--- src/rtl/tdcc_pkg.sv ---
// ----------------------------------------------------------------------------
// tdcc_pkg
// Shared types, constants and helper functions of the trading-day calendar
// check block.
// ----------------------------------------------------------------------------
package tdcc_pkg;

    localparam int unsigned NumStages = 13;
    localparam int unsigned LastStage = NumStages - 1;
    localparam int unsigned TapStage  = NumStages - 2;

    localparam int unsigned YearW   = 14;
    localparam int unsigned MonthW  = 4;
    localparam int unsigned DayW    = 5;
    localparam int unsigned MinuteW = 11;
    localparam int unsigned DowW    = 3;
    localparam int unsigned CfgW    = 11;
    localparam int unsigned CfgIdxW = 1;

    localparam logic [CfgIdxW-1:0] RegOpen  = 1'd0;
    localparam logic [CfgIdxW-1:0] RegClose = 1'd1;

    localparam logic [CfgW-1:0] OpenReset  = 11'(9 * 60 + 30);
    localparam logic [CfgW-1:0] CloseReset = 11'(16 * 60);

    localparam logic [MonthW-1:0] MonJan = 4'd1;
    localparam logic [MonthW-1:0] MonFeb = 4'd2;
    localparam logic [MonthW-1:0] MonMar = 4'd3;
    localparam logic [MonthW-1:0] MonApr = 4'd4;
    localparam logic [MonthW-1:0] MonMay = 4'd5;
    localparam logic [MonthW-1:0] MonJun = 4'd6;
    localparam logic [MonthW-1:0] MonJul = 4'd7;
    localparam logic [MonthW-1:0] MonAug = 4'd8;
    localparam logic [MonthW-1:0] MonSep = 4'd9;
    localparam logic [MonthW-1:0] MonOct = 4'd10;
    localparam logic [MonthW-1:0] MonNov = 4'd11;
    localparam logic [MonthW-1:0] MonDec = 4'd12;

    localparam logic [DowW-1:0] DowMon = 3'd0;
    localparam logic [DowW-1:0] DowThu = 3'd3;
    localparam logic [DowW-1:0] DowFri = 3'd4;
    localparam logic [DowW-1:0] DowSun = 3'd6;

    // reciprocal constants, exact floor for every operand used here
    localparam int unsigned RecipShift = 24;
    localparam logic [24:0] Recip3   = 25'((2**RecipShift + 3 - 1) / 3);
    localparam logic [24:0] Recip7   = 25'((2**RecipShift + 7 - 1) / 7);
    localparam logic [24:0] Recip19  = 25'((2**RecipShift + 19 - 1) / 19);
    localparam logic [24:0] Recip25  = 25'((2**RecipShift + 25 - 1) / 25);
    localparam logic [24:0] Recip30  = 25'((2**RecipShift + 30 - 1) / 30);
    localparam logic [24:0] Recip31  = 25'((2**RecipShift + 31 - 1) / 31);
    localparam logic [24:0] Recip100 = 25'((2**RecipShift + 100 - 1) / 100);
    localparam logic [24:0] Recip451 = 25'((2**RecipShift + 451 - 1) / 451);

    typedef struct packed {
        logic               valid;
        logic [MonthW-1:0]  month;
        logic [DayW-1:0]    day;
        logic [MinuteW-1:0] minute;
        logic [DowW-1:0]    dow;
    } t_date_info;

    typedef struct packed {
        logic            date_valid;
        logic [DowW-1:0] day_of_week;
        logic            is_holiday;
        logic            is_trading_day;
        logic            market_open;
    } t_result;

    function automatic logic [15:0] recip_div(input logic [15:0] x, input logic [24:0] recip);
        logic [40:0] p;
        p = 41'(x) * 41'(recip);
        return p[39:24];
    endfunction

    function automatic logic [2:0] sak(input logic [MonthW-1:0] m);
        logic [2:0] v;
        unique case (m)
            MonJan:  v = 3'd0;
            MonFeb:  v = 3'd3;
            MonMar:  v = 3'd2;
            MonApr:  v = 3'd5;
            MonMay:  v = 3'd0;
            MonJun:  v = 3'd3;
            MonJul:  v = 3'd5;
            MonAug:  v = 3'd1;
            MonSep:  v = 3'd4;
            MonOct:  v = 3'd6;
            MonNov:  v = 3'd2;
            MonDec:  v = 3'd4;
            default: v = 3'd0;
        endcase
        return v;
    endfunction

    function automatic logic [DayW-1:0] month_len(input logic [MonthW-1:0] m, input logic leap);
        logic [DayW-1:0] v;
        unique case (m)
            MonFeb:                         v = leap ? 5'd29 : 5'd28;
            MonApr, MonJun, MonSep, MonNov: v = 5'd30;
            default:                        v = 5'd31;
        endcase
        return v;
    endfunction

endpackage

--- src/rtl/tdcc_in_if.sv ---
// ----------------------------------------------------------------------------
// tdcc_in_if
// Input channel: one local date and minute of day per transfer.
// ----------------------------------------------------------------------------
interface tdcc_in_if;
    logic                             valid;
    logic                             ready;
    logic [tdcc_pkg::YearW-1:0]       year;
    logic [tdcc_pkg::MonthW-1:0]      month;
    logic [tdcc_pkg::DayW-1:0]        day_of_month;
    logic [tdcc_pkg::MinuteW-1:0]     minute_of_day;

    modport source(output valid, year, month, day_of_month, minute_of_day, input ready);
    modport sink(input valid, year, month, day_of_month, minute_of_day, output ready);
endinterface

--- src/rtl/tdcc_out_if.sv ---
// ----------------------------------------------------------------------------
// tdcc_out_if
// Result channel: date classification flags per transfer.
// ----------------------------------------------------------------------------
interface tdcc_out_if;
    logic                        valid;
    logic                        ready;
    logic                        date_valid;
    logic [tdcc_pkg::DowW-1:0]   day_of_week;
    logic                        is_holiday;
    logic                        is_trading_day;
    logic                        market_open;

    modport source(output valid, date_valid, day_of_week, is_holiday, is_trading_day,
                   market_open, input ready);
    modport sink(input valid, date_valid, day_of_week, is_holiday, is_trading_day,
                 market_open, output ready);
endinterface

--- src/rtl/tdcc_easter.sv ---
// ----------------------------------------------------------------------------
// tdcc_easter
// Pipelined anonymous Gregorian computus, yields the Good Friday month and
// day at stage TapStage. Divisions use constant-reciprocal multiplies.
// ----------------------------------------------------------------------------
module tdcc_easter (
    input  logic                          i_clk,
    input  logic                          i_adv,
    input  logic [tdcc_pkg::YearW-1:0]    i_year,
    output logic [tdcc_pkg::MonthW-1:0]   o_gf_month,
    output logic [tdcc_pkg::DayW-1:0]     o_gf_day
);

    logic [13:0] r0_y;
    logic [9:0]  r0_q19;
    logic [7:0]  r0_q100;
    logic [4:0]  r1_a, r2_a, r3_a, r4_a, r5_a, r6_a;
    logic [7:0]  r1_b, r2_b, r3_b, r4_b;
    logic [6:0]  r1_c, r2_c, r3_c, r4_c;
    logic [2:0]  r1_f;
    logic [5:0]  r2_g;
    logic [12:0] r3_hs, r4_hs;
    logic [7:0]  r4_hq;
    logic [4:0]  r5_h, r6_h, r7_h, r8_h;
    logic [6:0]  r5_ls, r6_ls;
    logic [3:0]  r6_lq;
    logic [2:0]  r7_l, r8_l;
    logic [8:0]  r7_ms;
    logic        r8_mq;
    logic [7:0]  r9_s, r10_s;
    logic [2:0]  r10_em;
    logic [3:0]  r11_gm;
    logic [4:0]  r11_gd;

    logic [4:0]  n1_a;
    logic [6:0]  n1_c;
    logic [12:0] n3_hs;
    logic [4:0]  n5_h;
    logic [6:0]  n5_ls;
    logic [2:0]  n7_l;
    logic [8:0]  n7_ms;
    logic [7:0]  n9_s;
    logic [4:0]  n11_ed;
    logic [3:0]  n11_gm;
    logic [4:0]  n11_gd;

    always_comb begin
        n1_a  = 5'(r0_y - 14'(r0_q19) * 14'd19);
        n1_c  = 7'(r0_y - 14'(r0_q100) * 14'd100);
        n3_hs = 13'(r2_a) * 13'd19 + 13'(r2_b) + 13'd15 + 13'(30 * 200)
              - 13'(r2_b[7:2]) - 13'(r2_g);
        n5_h  = 5'(r4_hs - 13'(r4_hq) * 13'd30);
        n5_ls = 7'd32 + 7'({r4_b[1:0], 1'b0}) + 7'({r4_c[6:2], 1'b0})
              - 7'(n5_h) - 7'(r4_c[1:0]);
        n7_l  = 3'(r6_ls - 7'(r6_lq) * 7'd7);
        n7_ms = 9'(r6_a) + 9'(r6_h) * 9'd11 + 9'(n7_l) * 9'd22;
        n9_s  = 8'(r8_h) + 8'(r8_l) + 8'd114 - (r8_mq ? 8'd7 : 8'd0);
        n11_ed = 5'(r10_s - 8'(r10_em) * 8'd31) + 5'd1;
        // Easter on the 1st or 2nd puts Good Friday in the prior month
        if (n11_ed > 5'd2) begin
            n11_gm = 4'(r10_em);
            n11_gd = n11_ed - 5'd2;
        end else begin
            n11_gm = 4'(r10_em) - 4'd1;
            n11_gd = 5'd29 + n11_ed;
        end
    end

    always_ff @(posedge i_clk) begin
        if (i_adv) begin
            r0_y    <= i_year;
            r0_q19  <= 10'(tdcc_pkg::recip_div(16'(i_year), tdcc_pkg::Recip19));
            r0_q100 <= 8'(tdcc_pkg::recip_div(16'(i_year), tdcc_pkg::Recip100));

            r1_a <= n1_a;
            r1_b <= r0_q100;
            r1_c <= n1_c;
            r1_f <= 3'(tdcc_pkg::recip_div(16'(r0_q100) + 16'd8, tdcc_pkg::Recip25));

            r2_a <= r1_a;
            r2_b <= r1_b;
            r2_c <= r1_c;
            r2_g <= 6'(tdcc_pkg::recip_div(16'(r1_b) - 16'(r1_f) + 16'd1, tdcc_pkg::Recip3));

            r3_a  <= r2_a;
            r3_b  <= r2_b;
            r3_c  <= r2_c;
            r3_hs <= n3_hs;

            r4_a  <= r3_a;
            r4_b  <= r3_b;
            r4_c  <= r3_c;
            r4_hs <= r3_hs;
            r4_hq <= 8'(tdcc_pkg::recip_div(16'(r3_hs), tdcc_pkg::Recip30));

            r5_a  <= r4_a;
            r5_h  <= n5_h;
            r5_ls <= n5_ls;

            r6_a  <= r5_a;
            r6_h  <= r5_h;
            r6_ls <= r5_ls;
            r6_lq <= 4'(tdcc_pkg::recip_div(16'(r5_ls), tdcc_pkg::Recip7));

            r7_h  <= r6_h;
            r7_l  <= n7_l;
            r7_ms <= n7_ms;

            r8_h  <= r7_h;
            r8_l  <= r7_l;
            r8_mq <= 1'(tdcc_pkg::recip_div(16'(r7_ms), tdcc_pkg::Recip451));

            r9_s <= n9_s;

            r10_s  <= r9_s;
            r10_em <= 3'(tdcc_pkg::recip_div(16'(r9_s), tdcc_pkg::Recip31));

            r11_gm <= n11_gm;
            r11_gd <= n11_gd;
        end
    end

    assign o_gf_month = r11_gm;
    assign o_gf_day   = r11_gd;

endmodule

--- src/rtl/tdcc_date.sv ---
// ----------------------------------------------------------------------------
// tdcc_date
// Date validity and weekday pipeline, delayed to line up with the computus.
// ----------------------------------------------------------------------------
module tdcc_date (
    input  logic                          i_clk,
    input  logic                          i_adv,
    input  logic [tdcc_pkg::YearW-1:0]    i_year,
    input  logic [tdcc_pkg::MonthW-1:0]   i_month,
    input  logic [tdcc_pkg::DayW-1:0]     i_day,
    input  logic [tdcc_pkg::MinuteW-1:0]  i_minute,
    output tdcc_pkg::t_date_info          o_info
);

    logic [13:0] r0_y;
    logic [3:0]  r0_m, r1_m, r2_m;
    logic [4:0]  r0_d, r1_d, r2_d;
    logic [10:0] r0_t, r1_t, r2_t;
    logic [14:0] r0_yy;
    logic [7:0]  r0_qyy;
    logic [7:0]  r0_qy;
    logic        r1_ok, r2_ok;
    logic [14:0] r1_ws, r2_ws;
    logic [11:0] r2_wq;

    logic [14:0] n0_yy;
    logic        n1_cent;
    logic        n1_leap;
    logic        n1_ok;
    logic [14:0] n1_ws;
    logic [2:0]  n3_w;
    tdcc_pkg::t_date_info n3_info;

    tdcc_pkg::t_date_info r_tap [3:tdcc_pkg::TapStage];

    always_comb begin
        // year shifted by 400 keeps the weekday sum non-negative
        n0_yy   = 15'(i_year) + 15'd400 - ((i_month < tdcc_pkg::MonMar) ? 15'd1 : 15'd0);
        n1_cent = (r0_y - 14'(r0_qy) * 14'd100) == 14'd0;
        n1_leap = (r0_y[1:0] == 2'd0 && !n1_cent) || (n1_cent && r0_qy[1:0] == 2'd0);
        n1_ok   = r0_m >= tdcc_pkg::MonJan && r0_m <= tdcc_pkg::MonDec && r0_d != 5'd0
                  && r0_d <= tdcc_pkg::month_len(r0_m, n1_leap);
        n1_ws   = r0_yy + 15'(r0_yy[14:2]) - 15'(r0_qyy) + 15'(r0_qyy[7:2])
                  + 15'(tdcc_pkg::sak(r0_m)) + 15'(r0_d);
        n3_w    = 3'(r2_ws - 15'(r2_wq) * 15'd7);
        n3_info.valid  = r2_ok;
        n3_info.month  = r2_m;
        n3_info.day    = r2_d;
        n3_info.minute = r2_t;
        // sum counts from Sunday; shift to Monday first
        n3_info.dow    = (n3_w == 3'd0) ? tdcc_pkg::DowSun : n3_w - 3'd1;
    end

    always_ff @(posedge i_clk) begin
        if (i_adv) begin
            r0_y   <= i_year;
            r0_m   <= i_month;
            r0_d   <= i_day;
            r0_t   <= i_minute;
            r0_yy  <= n0_yy;
            r0_qyy <= 8'(tdcc_pkg::recip_div(16'(n0_yy), tdcc_pkg::Recip100));
            r0_qy  <= 8'(tdcc_pkg::recip_div(16'(i_year), tdcc_pkg::Recip100));

            r1_m  <= r0_m;
            r1_d  <= r0_d;
            r1_t  <= r0_t;
            r1_ok <= n1_ok;
            r1_ws <= n1_ws;

            r2_m  <= r1_m;
            r2_d  <= r1_d;
            r2_t  <= r1_t;
            r2_ok <= r1_ok;
            r2_ws <= r1_ws;
            r2_wq <= 12'(tdcc_pkg::recip_div(16'(r1_ws), tdcc_pkg::Recip7));

            r_tap[3] <= n3_info;
        end
    end

    for (genvar k = 4; k <= tdcc_pkg::TapStage; k++) begin : g_tap
        always_ff @(posedge i_clk) begin
            if (i_adv) begin
                r_tap[k] <= r_tap[k-1];
            end
        end
    end

    assign o_info = r_tap[tdcc_pkg::TapStage];

endmodule

--- src/rtl/tdcc_classify.sv ---
// ----------------------------------------------------------------------------
// tdcc_classify
// Final stage: holiday rules, trading day and session window check.
// ----------------------------------------------------------------------------
module tdcc_classify (
    input  logic                          i_clk,
    input  logic                          i_adv,
    input  tdcc_pkg::t_date_info          i_info,
    input  logic [tdcc_pkg::MonthW-1:0]   i_gf_month,
    input  logic [tdcc_pkg::DayW-1:0]     i_gf_day,
    input  logic [tdcc_pkg::CfgW-1:0]     i_open,
    input  logic [tdcc_pkg::CfgW-1:0]     i_close,
    output tdcc_pkg::t_result             o_res
);

    tdcc_pkg::t_result r_res;
    tdcc_pkg::t_result n_res;

    function automatic logic observed(input logic [3:0] m, input logic [4:0] d,
                                      input logic [2:0] w, input logic [3:0] hm,
                                      input logic [4:0] hd);
        logic hit;
        hit = (d == hd && w <= tdcc_pkg::DowFri)
           || (d + 5'd1 == hd && w == tdcc_pkg::DowFri)
           || (d == hd + 5'd1 && w == tdcc_pkg::DowMon);
        return m == hm && hit;
    endfunction

    function automatic logic nth_dow(input logic [3:0] m, input logic [4:0] d,
                                     input logic [2:0] w, input logic [3:0] hm,
                                     input logic [2:0] hw, input logic [4:0] lo);
        return m == hm && w == hw && d >= lo && d <= lo + 5'd6;
    endfunction

    always_comb begin
        logic [3:0] m;
        logic [4:0] d;
        logic [2:0] w;
        logic       hol;
        logic       trade;
        m = i_info.month;
        d = i_info.day;
        w = i_info.dow;
        hol = (m == tdcc_pkg::MonDec && d == 5'd31 && w == tdcc_pkg::DowFri)
           || observed(m, d, w, tdcc_pkg::MonJan, 5'd1)
           || nth_dow(m, d, w, tdcc_pkg::MonJan, tdcc_pkg::DowMon, 5'd15)
           || nth_dow(m, d, w, tdcc_pkg::MonFeb, tdcc_pkg::DowMon, 5'd15)
           || (m == i_gf_month && d == i_gf_day)
           || (m == tdcc_pkg::MonMay && w == tdcc_pkg::DowMon && d > 5'd24)
           || observed(m, d, w, tdcc_pkg::MonJun, 5'd19)
           || observed(m, d, w, tdcc_pkg::MonJul, 5'd4)
           || nth_dow(m, d, w, tdcc_pkg::MonSep, tdcc_pkg::DowMon, 5'd1)
           || nth_dow(m, d, w, tdcc_pkg::MonNov, tdcc_pkg::DowThu, 5'd22)
           || observed(m, d, w, tdcc_pkg::MonDec, 5'd25);
        trade = w <= tdcc_pkg::DowFri && !hol;
        // invalid date clears every flag
        n_res.date_valid     = i_info.valid;
        n_res.day_of_week    = i_info.valid ? w : 3'd0;
        n_res.is_holiday     = i_info.valid && hol;
        n_res.is_trading_day = i_info.valid && trade;
        n_res.market_open    = i_info.valid && trade
                               && i_info.minute >= i_open && i_info.minute < i_close;
    end

    always_ff @(posedge i_clk) begin
        if (i_adv) begin
            r_res <= n_res;
        end
    end

    assign o_res = r_res;

endmodule

--- src/rtl/trading_day_calendar_check_core.sv ---
// ----------------------------------------------------------------------------
// trading_day_calendar_check_core
// Pipeline: 13 stages; the computus chain sets the pipeline depth.
// Throughput: one item per cycle while the skid register is empty.
// An output skid register takes one result while the sink stalls.
// Reset clears the stage valid bits and skid, and loads 570/960 into the
// session window registers.
// ----------------------------------------------------------------------------
module trading_day_calendar_check_core (
    input  logic                            i_clk,
    input  logic                            i_rst_n,
    tdcc_in_if.sink                         i_in,
    tdcc_out_if.source                      o_out,
    input  logic                            i_cfg_we,
    input  logic [tdcc_pkg::CfgIdxW-1:0]    i_cfg_index,
    input  logic [tdcc_pkg::CfgW-1:0]       i_cfg_data
);

    logic [tdcc_pkg::NumStages-1:0] r_vld;
    logic                           r_skid_vld;
    tdcc_pkg::t_result              r_skid;
    logic [tdcc_pkg::CfgW-1:0]      r_open;
    logic [tdcc_pkg::CfgW-1:0]      r_close;

    logic                           w_adv;
    tdcc_pkg::t_date_info           w_info;
    logic [tdcc_pkg::MonthW-1:0]    w_gf_month;
    logic [tdcc_pkg::DayW-1:0]      w_gf_day;
    tdcc_pkg::t_result              w_res;
    tdcc_pkg::t_result              w_out;

    // whole pipe moves unless the skid holds a result
    assign w_adv      = !r_skid_vld;
    assign i_in.ready = w_adv;

    always_ff @(posedge i_clk) begin
        if (!i_rst_n) begin
            r_open  <= tdcc_pkg::OpenReset;
            r_close <= tdcc_pkg::CloseReset;
        end else if (i_cfg_we) begin
            unique case (i_cfg_index)
                tdcc_pkg::RegOpen:  r_open  <= i_cfg_data;
                tdcc_pkg::RegClose: r_close <= i_cfg_data;
            endcase
        end
    end

    always_ff @(posedge i_clk) begin
        if (!i_rst_n) begin
            r_vld      <= '0;
            r_skid_vld <= 1'b0;
        end else begin
            if (w_adv) begin
                r_vld <= {r_vld[tdcc_pkg::NumStages-2:0], i_in.valid};
            end
            if (r_skid_vld) begin
                if (o_out.ready) begin
                    r_skid_vld <= 1'b0;
                end
            end else if (r_vld[tdcc_pkg::LastStage] && !o_out.ready) begin
                r_skid_vld <= 1'b1;
            end
        end
    end

    always_ff @(posedge i_clk) begin
        if (!r_skid_vld) begin
            r_skid <= w_res;
        end
    end

    tdcc_date u_date (
        .i_clk    (i_clk),
        .i_adv    (w_adv),
        .i_year   (i_in.year),
        .i_month  (i_in.month),
        .i_day    (i_in.day_of_month),
        .i_minute (i_in.minute_of_day),
        .o_info   (w_info)
    );

    tdcc_easter u_easter (
        .i_clk      (i_clk),
        .i_adv      (w_adv),
        .i_year     (i_in.year),
        .o_gf_month (w_gf_month),
        .o_gf_day   (w_gf_day)
    );

    tdcc_classify u_classify (
        .i_clk      (i_clk),
        .i_adv      (w_adv),
        .i_info     (w_info),
        .i_gf_month (w_gf_month),
        .i_gf_day   (w_gf_day),
        .i_open     (r_open),
        .i_close    (r_close),
        .o_res      (w_res)
    );

    assign w_out                = r_skid_vld ? r_skid : w_res;
    assign o_out.valid          = r_skid_vld || r_vld[tdcc_pkg::LastStage];
    assign o_out.date_valid     = w_out.date_valid;
    assign o_out.day_of_week    = w_out.day_of_week;
    assign o_out.is_holiday     = w_out.is_holiday;
    assign o_out.is_trading_day = w_out.is_trading_day;
    assign o_out.market_open    = w_out.market_open;

    a_invalid_clear: assert property (@(posedge i_clk) disable iff (!i_rst_n)
        o_out.valid && !o_out.date_valid |-> o_out.day_of_week == 3'd0
            && !o_out.is_holiday && !o_out.is_trading_day && !o_out.market_open)
        else $error("invalid date result carries flags");

    a_open_trade: assert property (@(posedge i_clk) disable iff (!i_rst_n)
        o_out.valid && o_out.market_open |-> o_out.is_trading_day && !o_out.is_holiday)
        else $error("market open outside a trading day");

    a_trade_weekday: assert property (@(posedge i_clk) disable iff (!i_rst_n)
        o_out.valid && o_out.is_trading_day |-> o_out.day_of_week <= tdcc_pkg::DowFri)
        else $error("trading day on a weekend");

    a_skid_fill: assert property (@(posedge i_clk) disable iff (!i_rst_n)
        $rose(r_skid_vld) |-> $past(r_vld[tdcc_pkg::LastStage] && !o_out.ready))
        else $error("skid filled without a stalled result");

endmodule
--- src/flat_wrapper.sv ---
// flat-port wrapper written by rule: the top's interface ports become plain ports
module trading_day_calendar_check_core_flat 
  (i_clk, i_rst_n, i_cfg_we, i_cfg_index, i_cfg_data, i_in_valid, i_in_year, i_in_month, i_in_day_of_month, i_in_minute_of_day, i_in_ready, o_out_valid, o_out_date_valid, o_out_day_of_week, o_out_is_holiday, o_out_is_trading_day, o_out_market_open, o_out_ready);
  tdcc_in_if i_in_i ();
  tdcc_out_if o_out_i ();
  input  logic i_clk;
  input  logic i_rst_n;
  input  logic i_cfg_we;
  input  logic [tdcc_pkg::CfgIdxW-1:0] i_cfg_index;
  input  logic [tdcc_pkg::CfgW-1:0] i_cfg_data;
  input wire logic [$bits(i_in_i.valid)-1:0] i_in_valid;
  input wire logic [$bits(i_in_i.year)-1:0] i_in_year;
  input wire logic [$bits(i_in_i.month)-1:0] i_in_month;
  input wire logic [$bits(i_in_i.day_of_month)-1:0] i_in_day_of_month;
  input wire logic [$bits(i_in_i.minute_of_day)-1:0] i_in_minute_of_day;
  output wire logic [$bits(i_in_i.ready)-1:0] i_in_ready;
  output wire logic [$bits(o_out_i.valid)-1:0] o_out_valid;
  output wire logic [$bits(o_out_i.date_valid)-1:0] o_out_date_valid;
  output wire logic [$bits(o_out_i.day_of_week)-1:0] o_out_day_of_week;
  output wire logic [$bits(o_out_i.is_holiday)-1:0] o_out_is_holiday;
  output wire logic [$bits(o_out_i.is_trading_day)-1:0] o_out_is_trading_day;
  output wire logic [$bits(o_out_i.market_open)-1:0] o_out_market_open;
  input wire logic [$bits(o_out_i.ready)-1:0] o_out_ready;
  assign i_in_i.valid = i_in_valid;
  assign i_in_i.year = i_in_year;
  assign i_in_i.month = i_in_month;
  assign i_in_i.day_of_month = i_in_day_of_month;
  assign i_in_i.minute_of_day = i_in_minute_of_day;
  assign i_in_ready = i_in_i.ready;
  assign o_out_valid = o_out_i.valid;
  assign o_out_date_valid = o_out_i.date_valid;
  assign o_out_day_of_week = o_out_i.day_of_week;
  assign o_out_is_holiday = o_out_i.is_holiday;
  assign o_out_is_trading_day = o_out_i.is_trading_day;
  assign o_out_market_open = o_out_i.market_open;
  assign o_out_i.ready = o_out_ready;
  trading_day_calendar_check_core u_core (.i_clk(i_clk), .i_rst_n(i_rst_n), .i_in(i_in_i), .o_out(o_out_i), .i_cfg_we(i_cfg_we), .i_cfg_index(i_cfg_index), .i_cfg_data(i_cfg_data));
endmodule
--- config.mk ---
export PLATFORM = sky130hd
export DESIGN_NAME = trading_day_calendar_check_core_flat
export DESIGN_NICKNAME = d
export VERILOG_FILES = /design/src/rtl/tdcc_pkg.sv /design/src/rtl/tdcc_in_if.sv /design/src/rtl/tdcc_out_if.sv /design/src/rtl/tdcc_easter.sv /design/src/rtl/tdcc_date.sv /design/src/rtl/tdcc_classify.sv /design/src/rtl/trading_day_calendar_check_core.sv /design/src/flat_wrapper.sv
export SDC_FILE = /design/constraint.sdc
export NUM_CORES = 2
export LEC_CHECK = 0
export BUFFER_PORTS_ARGS = -buffer_cell sky130_fd_sc_hd__buf_2
export CORE_MARGIN = 5
export CORE_UTILIZATION = 35
export DETAILED_ROUTE_END_ITERATION = 6
export GPL_TIMING_DRIVEN = 0
export HOLD_SLACK_MARGIN = 0.1
export MAX_ROUTING_LAYER = met4
export PLACE_DENSITY_LB_ADDON = 0.25
export SETUP_SLACK_MARGIN = 0.3
export SLEW_MARGIN = 30
export SYNTH_ARGS = -nofsm -noshare
export SYNTH_HDL_FRONTEND = slang
export SYNTH_SLANG_ARGS = --single-unit
--- constraint.sdc ---
create_clock -name i_clk -period 30.8 [get_ports i_clk]
set_input_delay 1.54 -clock i_clk [delete_from_list [all_inputs] [get_ports i_clk]]
set_output_delay 1.54 -clock i_clk [all_outputs]
set_load 0.01 [all_outputs]
### Word-level counts from Yosys, hierarchy flattened

Memory sizes are Yosys's and may differ from the RTL's. A register that Yosys moved wholly into a read port is not among the register bits.
Cells that the tools add are included.

* add/sub/neg operators: 36
* multiply operators: 19
* magnitude comparators: 15
* eq/ne operators: 30
* mux-type cells: 13
* bitwise gates (word level): 1
* reductions and logical operators: 77

Operators by type and width (count)
* 14-bit by 18-bit multiplier with 32-bit output (second input constant): 2
* 1-bit logical AND: 44
* 5-bit equality test (second input constant): 7
* 15-bit by 21-bit multiplier with 35-bit output (second input constant): 1
* 13-bit by 20-bit multiplier with 32-bit output (second input constant): 1
* 15-bit by 18-bit multiplier with 32-bit output (second input constant): 1
* 16-bit by 22-bit multiplier with 29-bit output (second input constant): 1
* 7-bit by 21-bit multiplier with 27-bit output (second input constant): 1
* 8-bit by 20-bit multiplier with 27-bit output (second input constant): 1
* 9-bit by 20-bit multiplier with 27-bit output (second input constant): 1
* 13-bit by 6-bit subtractor with 13-bit output: 2
* 9-bit by 16-bit multiplier with 25-bit output (second input constant): 1
* 4-bit by 3-bit equality test with 1-bit output (second input constant): 5
* 4-bit equality test (second input constant): 5
* 1-bit logical OR: 20
* 14-bit by 9-bit adder with 15-bit output (second input constant): 1
* 15-bit by 13-bit adder with 15-bit output: 1
* 15-bit by 3-bit adder with 15-bit output: 1
* 15-bit by 5-bit adder with 15-bit output: 1
* 15-bit by 6-bit adder with 15-bit output: 1
* 5-bit by 3-bit equality test with 1-bit output (second input constant): 3
* 15-bit by 1-bit subtractor with 15-bit output: 1
* 15-bit by 8-bit subtractor with 15-bit output: 1
* 5-bit subtractor: 3
* other kinds (67): 85

* register bits: 385
* memory bits (writable): 216
* ROM bits: 48
* bits of input ports: 51
* output and inout port bits: 9
* word-level logic and storage cells: 262
* memories: 2

Memories
* u_core.u_date.r_tap: depth 9, bits a word 24, read ports 9, clocked after Yosys merged registers in 0, write ports 9, line tdcc_date.sv:34 `tdcc_pkg::t_date_info r_tap [3:tdcc_pkg::TapStage];`
* (name not given): depth 16, bits a word 3, read ports 1, clocked after Yosys merged registers in 1, write ports 0, line tdcc_pkg.sv:79 `unique case (m)`

### Longest topological paths before layout

An unclocked memory read counts as a cell.

* depth after elaboration: 22
* gate-level depth with buffers: 33
* depth with buffers taken out: 33

### Cells and area by module

From an unflattened synthesis, not the netlist that was laid out.

* cells, all modules: 4428
* area total of the unflattened synthesis: 53628.9 sq um

Modules (own cells, without submodules)
* tdcc_easter: times used 1, cells each 2237, area an instance 25733.4 sq um, seq. area each 6065.8 sq um
* tdcc_date: times used 1, cells each 1874, area an instance 24911.4 sq um, seq. area each 10390.0 sq um
* trading_day_calendar_check_core: times used 1, cells each 156, area an instance 1637.8 sq um, seq. area each 860.8 sq um
* tdcc_classify: times used 1, cells each 161, area an instance 1346.3 sq um, seq. area each 210.2 sq um

### Least setup slack after synthesis

OpenSTA, ideal clock, no wires.

* path type: flip-flop to output port
* from: register u_core.r_skid_vld
* to: output port i_in_ready
* arrival time: 11175 ps
* required time: 29260 ps
* slack: 18085 ps
* stages on the path, launching flop included: 4
* buffers on the path: 2
* path through: dfxtp_1 > clkbuf_1 > clkbuf_1 > inv_1

* longest elaborated chain between the ends: 1

Ends and longest elaborated chain
* start, declared: line trading_day_calendar_check_core.sv:20 `logic r_skid_vld;`
* start signal, assigned: line trading_day_calendar_check_core.sv:51 `r_skid_vld <= 1'b0;`
* start signal, assigned: line trading_day_calendar_check_core.sv:58 `r_skid_vld <= 1'b0;`
* start signal, assigned: line trading_day_calendar_check_core.sv:61 `r_skid_vld <= 1'b1;`
* 1-bit zero test
* end, declared: line flat_wrapper.sv:16 `output wire logic [$bits(i_in_i.ready)-1:0] i_in_ready;`

No other way between the ends.

### Final worst setup path

* from: input port i_in_month[1]
* to: register u_core.u_date.r0_qyy[4] (data pin)

* longest elaborated chain between the ends: 4

Ends and longest elaborated chain
* start, declared: line flat_wrapper.sv:13 `input wire logic [$bits(i_in_i.month)-1:0] i_in_month;`
* 4-bit by 2-bit less-than comparator with 1-bit output: line tdcc_date.sv:38 `n0_yy = 15'(i_year) + 15'd400 - ((i_month < tdcc_pkg::MonMar) ? 15'd1 : 15'd0);`
* 1-bit 2-to-1 mux: line tdcc_date.sv:38
* 15-bit by 1-bit subtractor with 15-bit output: line tdcc_date.sv:38
* via u_core.u_date.n0_yy[14]: line tdcc_date.sv:26 `logic [14:0] n0_yy;`
* 15-bit by 18-bit multiplier with 32-bit output: line tdcc_pkg.sv:73 `p = 41'(x) * 41'(recip);`
* end signal, assigned: line tdcc_date.sv:61 `r0_qyy <= 8'(tdcc_pkg::recip_div(16'(n0_yy), tdcc_pkg::Recip100));`
* end, declared: line tdcc_date.sv:20 `logic [7:0] r0_qyy;`

The timed path passes the listed nets, and every way through them passes these cells.
A chain may end at the register's enable or synchronous reset.

==> reports/qor_table.md <==
| Result | Value |
| --- | --- |
| Total setup buffers inserted after CTS | 0 |
| Maximum number of pins on one net before global-route repair | 89 |
| Area of all sequential standard cells | 17100 um2 |
| Reported max-cap violation count | 0 |
| Overall die area | 145000 um2 |
| Worst Path Class, Setup | input port to register |
| Hold Path Cell Cnt | 0 |
| RD Place Congestion | 0.863 |
| Worst path buffer plus inverter count | 5 |
| Clock H-tree levels | 3 |
| Area occupied by multi-input gates | 27600 um2 |
| Total Routed Length | 84700 um |
| Post-Place Setup Slack | 19.83 ns |
| Post-CTS Hold Fix Bufs | 0 |
| Cell count after synthesis | 3874 |
| HPWL after detailed placement | 68800 um |
| Total iterations of the first detailed-routing run | 5 |
| Post-DRT Antenna Nets | 0 |
| Initial Utilization | 0.351 |
| CP startpoint kind | input port |
| Routed via count divided by cell count | 4.51 |
| Total setup violations reported at the end of the flow | 0 |
| Top Family by Delay on Critical Path | adder cells |
| Root buf cell | clkbuf_16 |
| Fmax | 96.6 MHz |
| Run status | finished clean |
| Post-synth EDFFs | 538 |
| Initial drt markers | 1196 |
| Fraction of the core area covered by cells at the end of the flow | 0.388 |
| Die X-Extent | 381 um |
| Vias in the first global route | 28000 |
| Count of endpoints failing hold in the final timing report | 0 |
| Site row count | 136 |
| Distinct cell type count of the synthesized netlist | 76 |
| Fin crit share | 0.336 |
| CP Depth | 33 |
| I/O Pins | 60 |
| Seq/Total Area, Yosys | 0.355 |
| Layout Area Growth over Synthesis | 10.4% |
| Post-cts gate resize count | 0 |
| Commonest cells after routing, fill and taps aside | ha_1, inv_1, edfxtp_1 |
| Most common library cell in the layout ignoring fill and taps | ha_1 |
| Unrepaired setup endpoints after global routing | false |
| Dpl cell area | 50900 um2 |
| Most used DFF post-synth | edfxtp_1 |
| Final nets | 5456 |
| Die height | 381 um |
| Count of pins over their slew limit | 0 |
| Share of async-settable or async-resettable flops after synthesis | 0 |
| Yosys warns | 0 |
| Final setup margin | 20.45 ns |
| Average instance area after synthesis | 12.4 um2 |
| Detailed-route DRC error count | 0 |
| Net count after synthesis | 5323 |
| Clock tree buffer depth | 3 |
| CTS tree | built |
| FF+latch count, synth | 584 |
| Clock tree skew after final layout | 0.0206 ns |
| Total overflow reported by the global router | 0 |
| Worst slew margin relative to its limit | 0.393 |
| Count of vias placed by the detailed router | 26400 |
| Fill cell count | 13100 |
| Critical Path Sink Type | register |
| Number of antenna violations at the first check in global routing | 7 |
| Total routing usage reported by global routing | 0.124 |
| Count of input and output buffers | 58 |
| Final design area excluding fillers | 53100 um2 |
| Synthesized area | 48100 um2 |
| Sum of negative setup slack | 0 ns |
| Hold wc startpoint | u_core.u_easter.r5_h[4] |
| Transition time at the pin with the least slew margin | 0.904 ns |
| Startpoint of the most critical setup path | i_in_month[1] |
| Final critical path time including I/O delays and setup | 10.35 ns |
| Worst r2r src | u_core.u_easter.r1_b[0] |
| Wire length per cell | 14.5 um |
| Hold Path Class | register to register |
| Clock input transition at the sequential cells of the worst setup and hold paths | 0.06 ns |
| Depth of the worst register-to-register path | 27 |
| Core area | 137000 um2 |
| Crit Path Max Fanout | 5 |
| Share of cells above drive strength 1 | 0.0527 |
| Slowest cell on the critical path | a211oi_1 |
| Arrival time of the worst setup path | 10.69 ns |
| Number of clock sinks | 584 |
| Clock insertion delay at the later pin of the skew report | 0.60 ns |
| Req. time, crit path | 31.14 ns |
| Global-route wire length before repair | 144000 um |
| Max incr delay on CP | 0.76 ns |
| Total CTS buffers | 66 |
[synth_stat cells, types with 13 or more instances]
library cell  instances  area (um2)
nand4_1              20         125
nand2_1              90         338
o21a_1               20         150
nor3_1               32         160
o21ai_0              60         300
clkbuf_1             16        60.1
o211ai_1             17         128
xnor2_1             138        1210
o21bai_1             20         150
edfxtp_1            538       16200
mux2i_1              25         250
and3_1               13        81.3
fa_1                479        9590
nor2b_1              35         219
nand3_1              21         105
a21boi_0             15         113
a31oi_1              15        93.8
dfxtp_1              46         921
xor2_1               52         455
nor2_1               71         267
a21oi_1              97         485
a21o_1               57         428
nand2b_1             19         119
inv_1               908        3410
ha_1                919       11500
[final timing paths]
check	to	slack, ns
worst max register to register	u_core.u_easter.r2_g[5]	22.96
worst min register to register	u_core.u_easter.r6_h[4]	0.41
worst min-delay path	u_core.u_easter.r6_h[4]	0.41
worst max-delay path	u_core.u_date.r0_qyy[4]	20.45
[registers in the layout (all words and copies together), names as in the netlist, 9 cells and up, named ones only]
| signal | count |
|---|---|
| u_core.r_close | 11 |
| u_core.r_open | 11 |
| u_core.r_vld | 13 |
| u_core.u_date.r0_t | 11 |
| u_core.u_date.r0_y | 14 |
| u_core.u_date.r0_yy | 15 |
| u_core.u_date.r1_t | 11 |
| u_core.u_date.r1_ws | 15 |
| u_core.u_date.r2_t | 11 |
| u_core.u_date.r_tap | 216 |
| u_core.u_easter.r3_hs | 12 |
| u_core.u_easter.r7_ms | 9 |
[metal layers]
layer  global-route usage  vias up  routed length, um
li1                     -    13200                  -
met5                    -        -                  0
met4               0.0245        0               1260
met2                0.203      260              40300
met3               0.0168      100               3490
met1                0.166    12800              39700
[metrics by stage]
step           cells  hold WS, ns
2_1_floorplan   3874        0.400
3_3_place_gp    5726        0.400
3_5_place_dp    5733        0.405
4_1_cts         5852        0.395
5_1_grt         5853        0.407
6_report        5857        0.408
[area by class of cell]
type / instances / share of cell area
multi-input combinational: 2364 / 0.520
sequential: 584 / 0.321
inverter: 908 / 0.0643
tap: 1794 / 0.0423
clock buffer: 86 / 0.0342
timing repair buffer: 65 / 0.00879
clock inverter: 33 / 0.00707
buffer: 18 / 0.00132
antenna: 5 / 0.000236
[cells by family after synthesis]
kind of cell             Yosys count  synth area share
AO/OA/AOI/OAI                    371            0.0516
XOR/XNOR                         192            0.0355
adder cells (fa/ha/maj)         1398             0.438
buffers and inverters            926            0.0723
flip-flops                       584             0.355
multiplexers                      35           0.00754
AND/OR/NAND/NOR                  368            0.0399
Power is left out: the tool's default activity adds up to more than one toggle a clock period on the data nets, which glitch-free logic cannot reach.
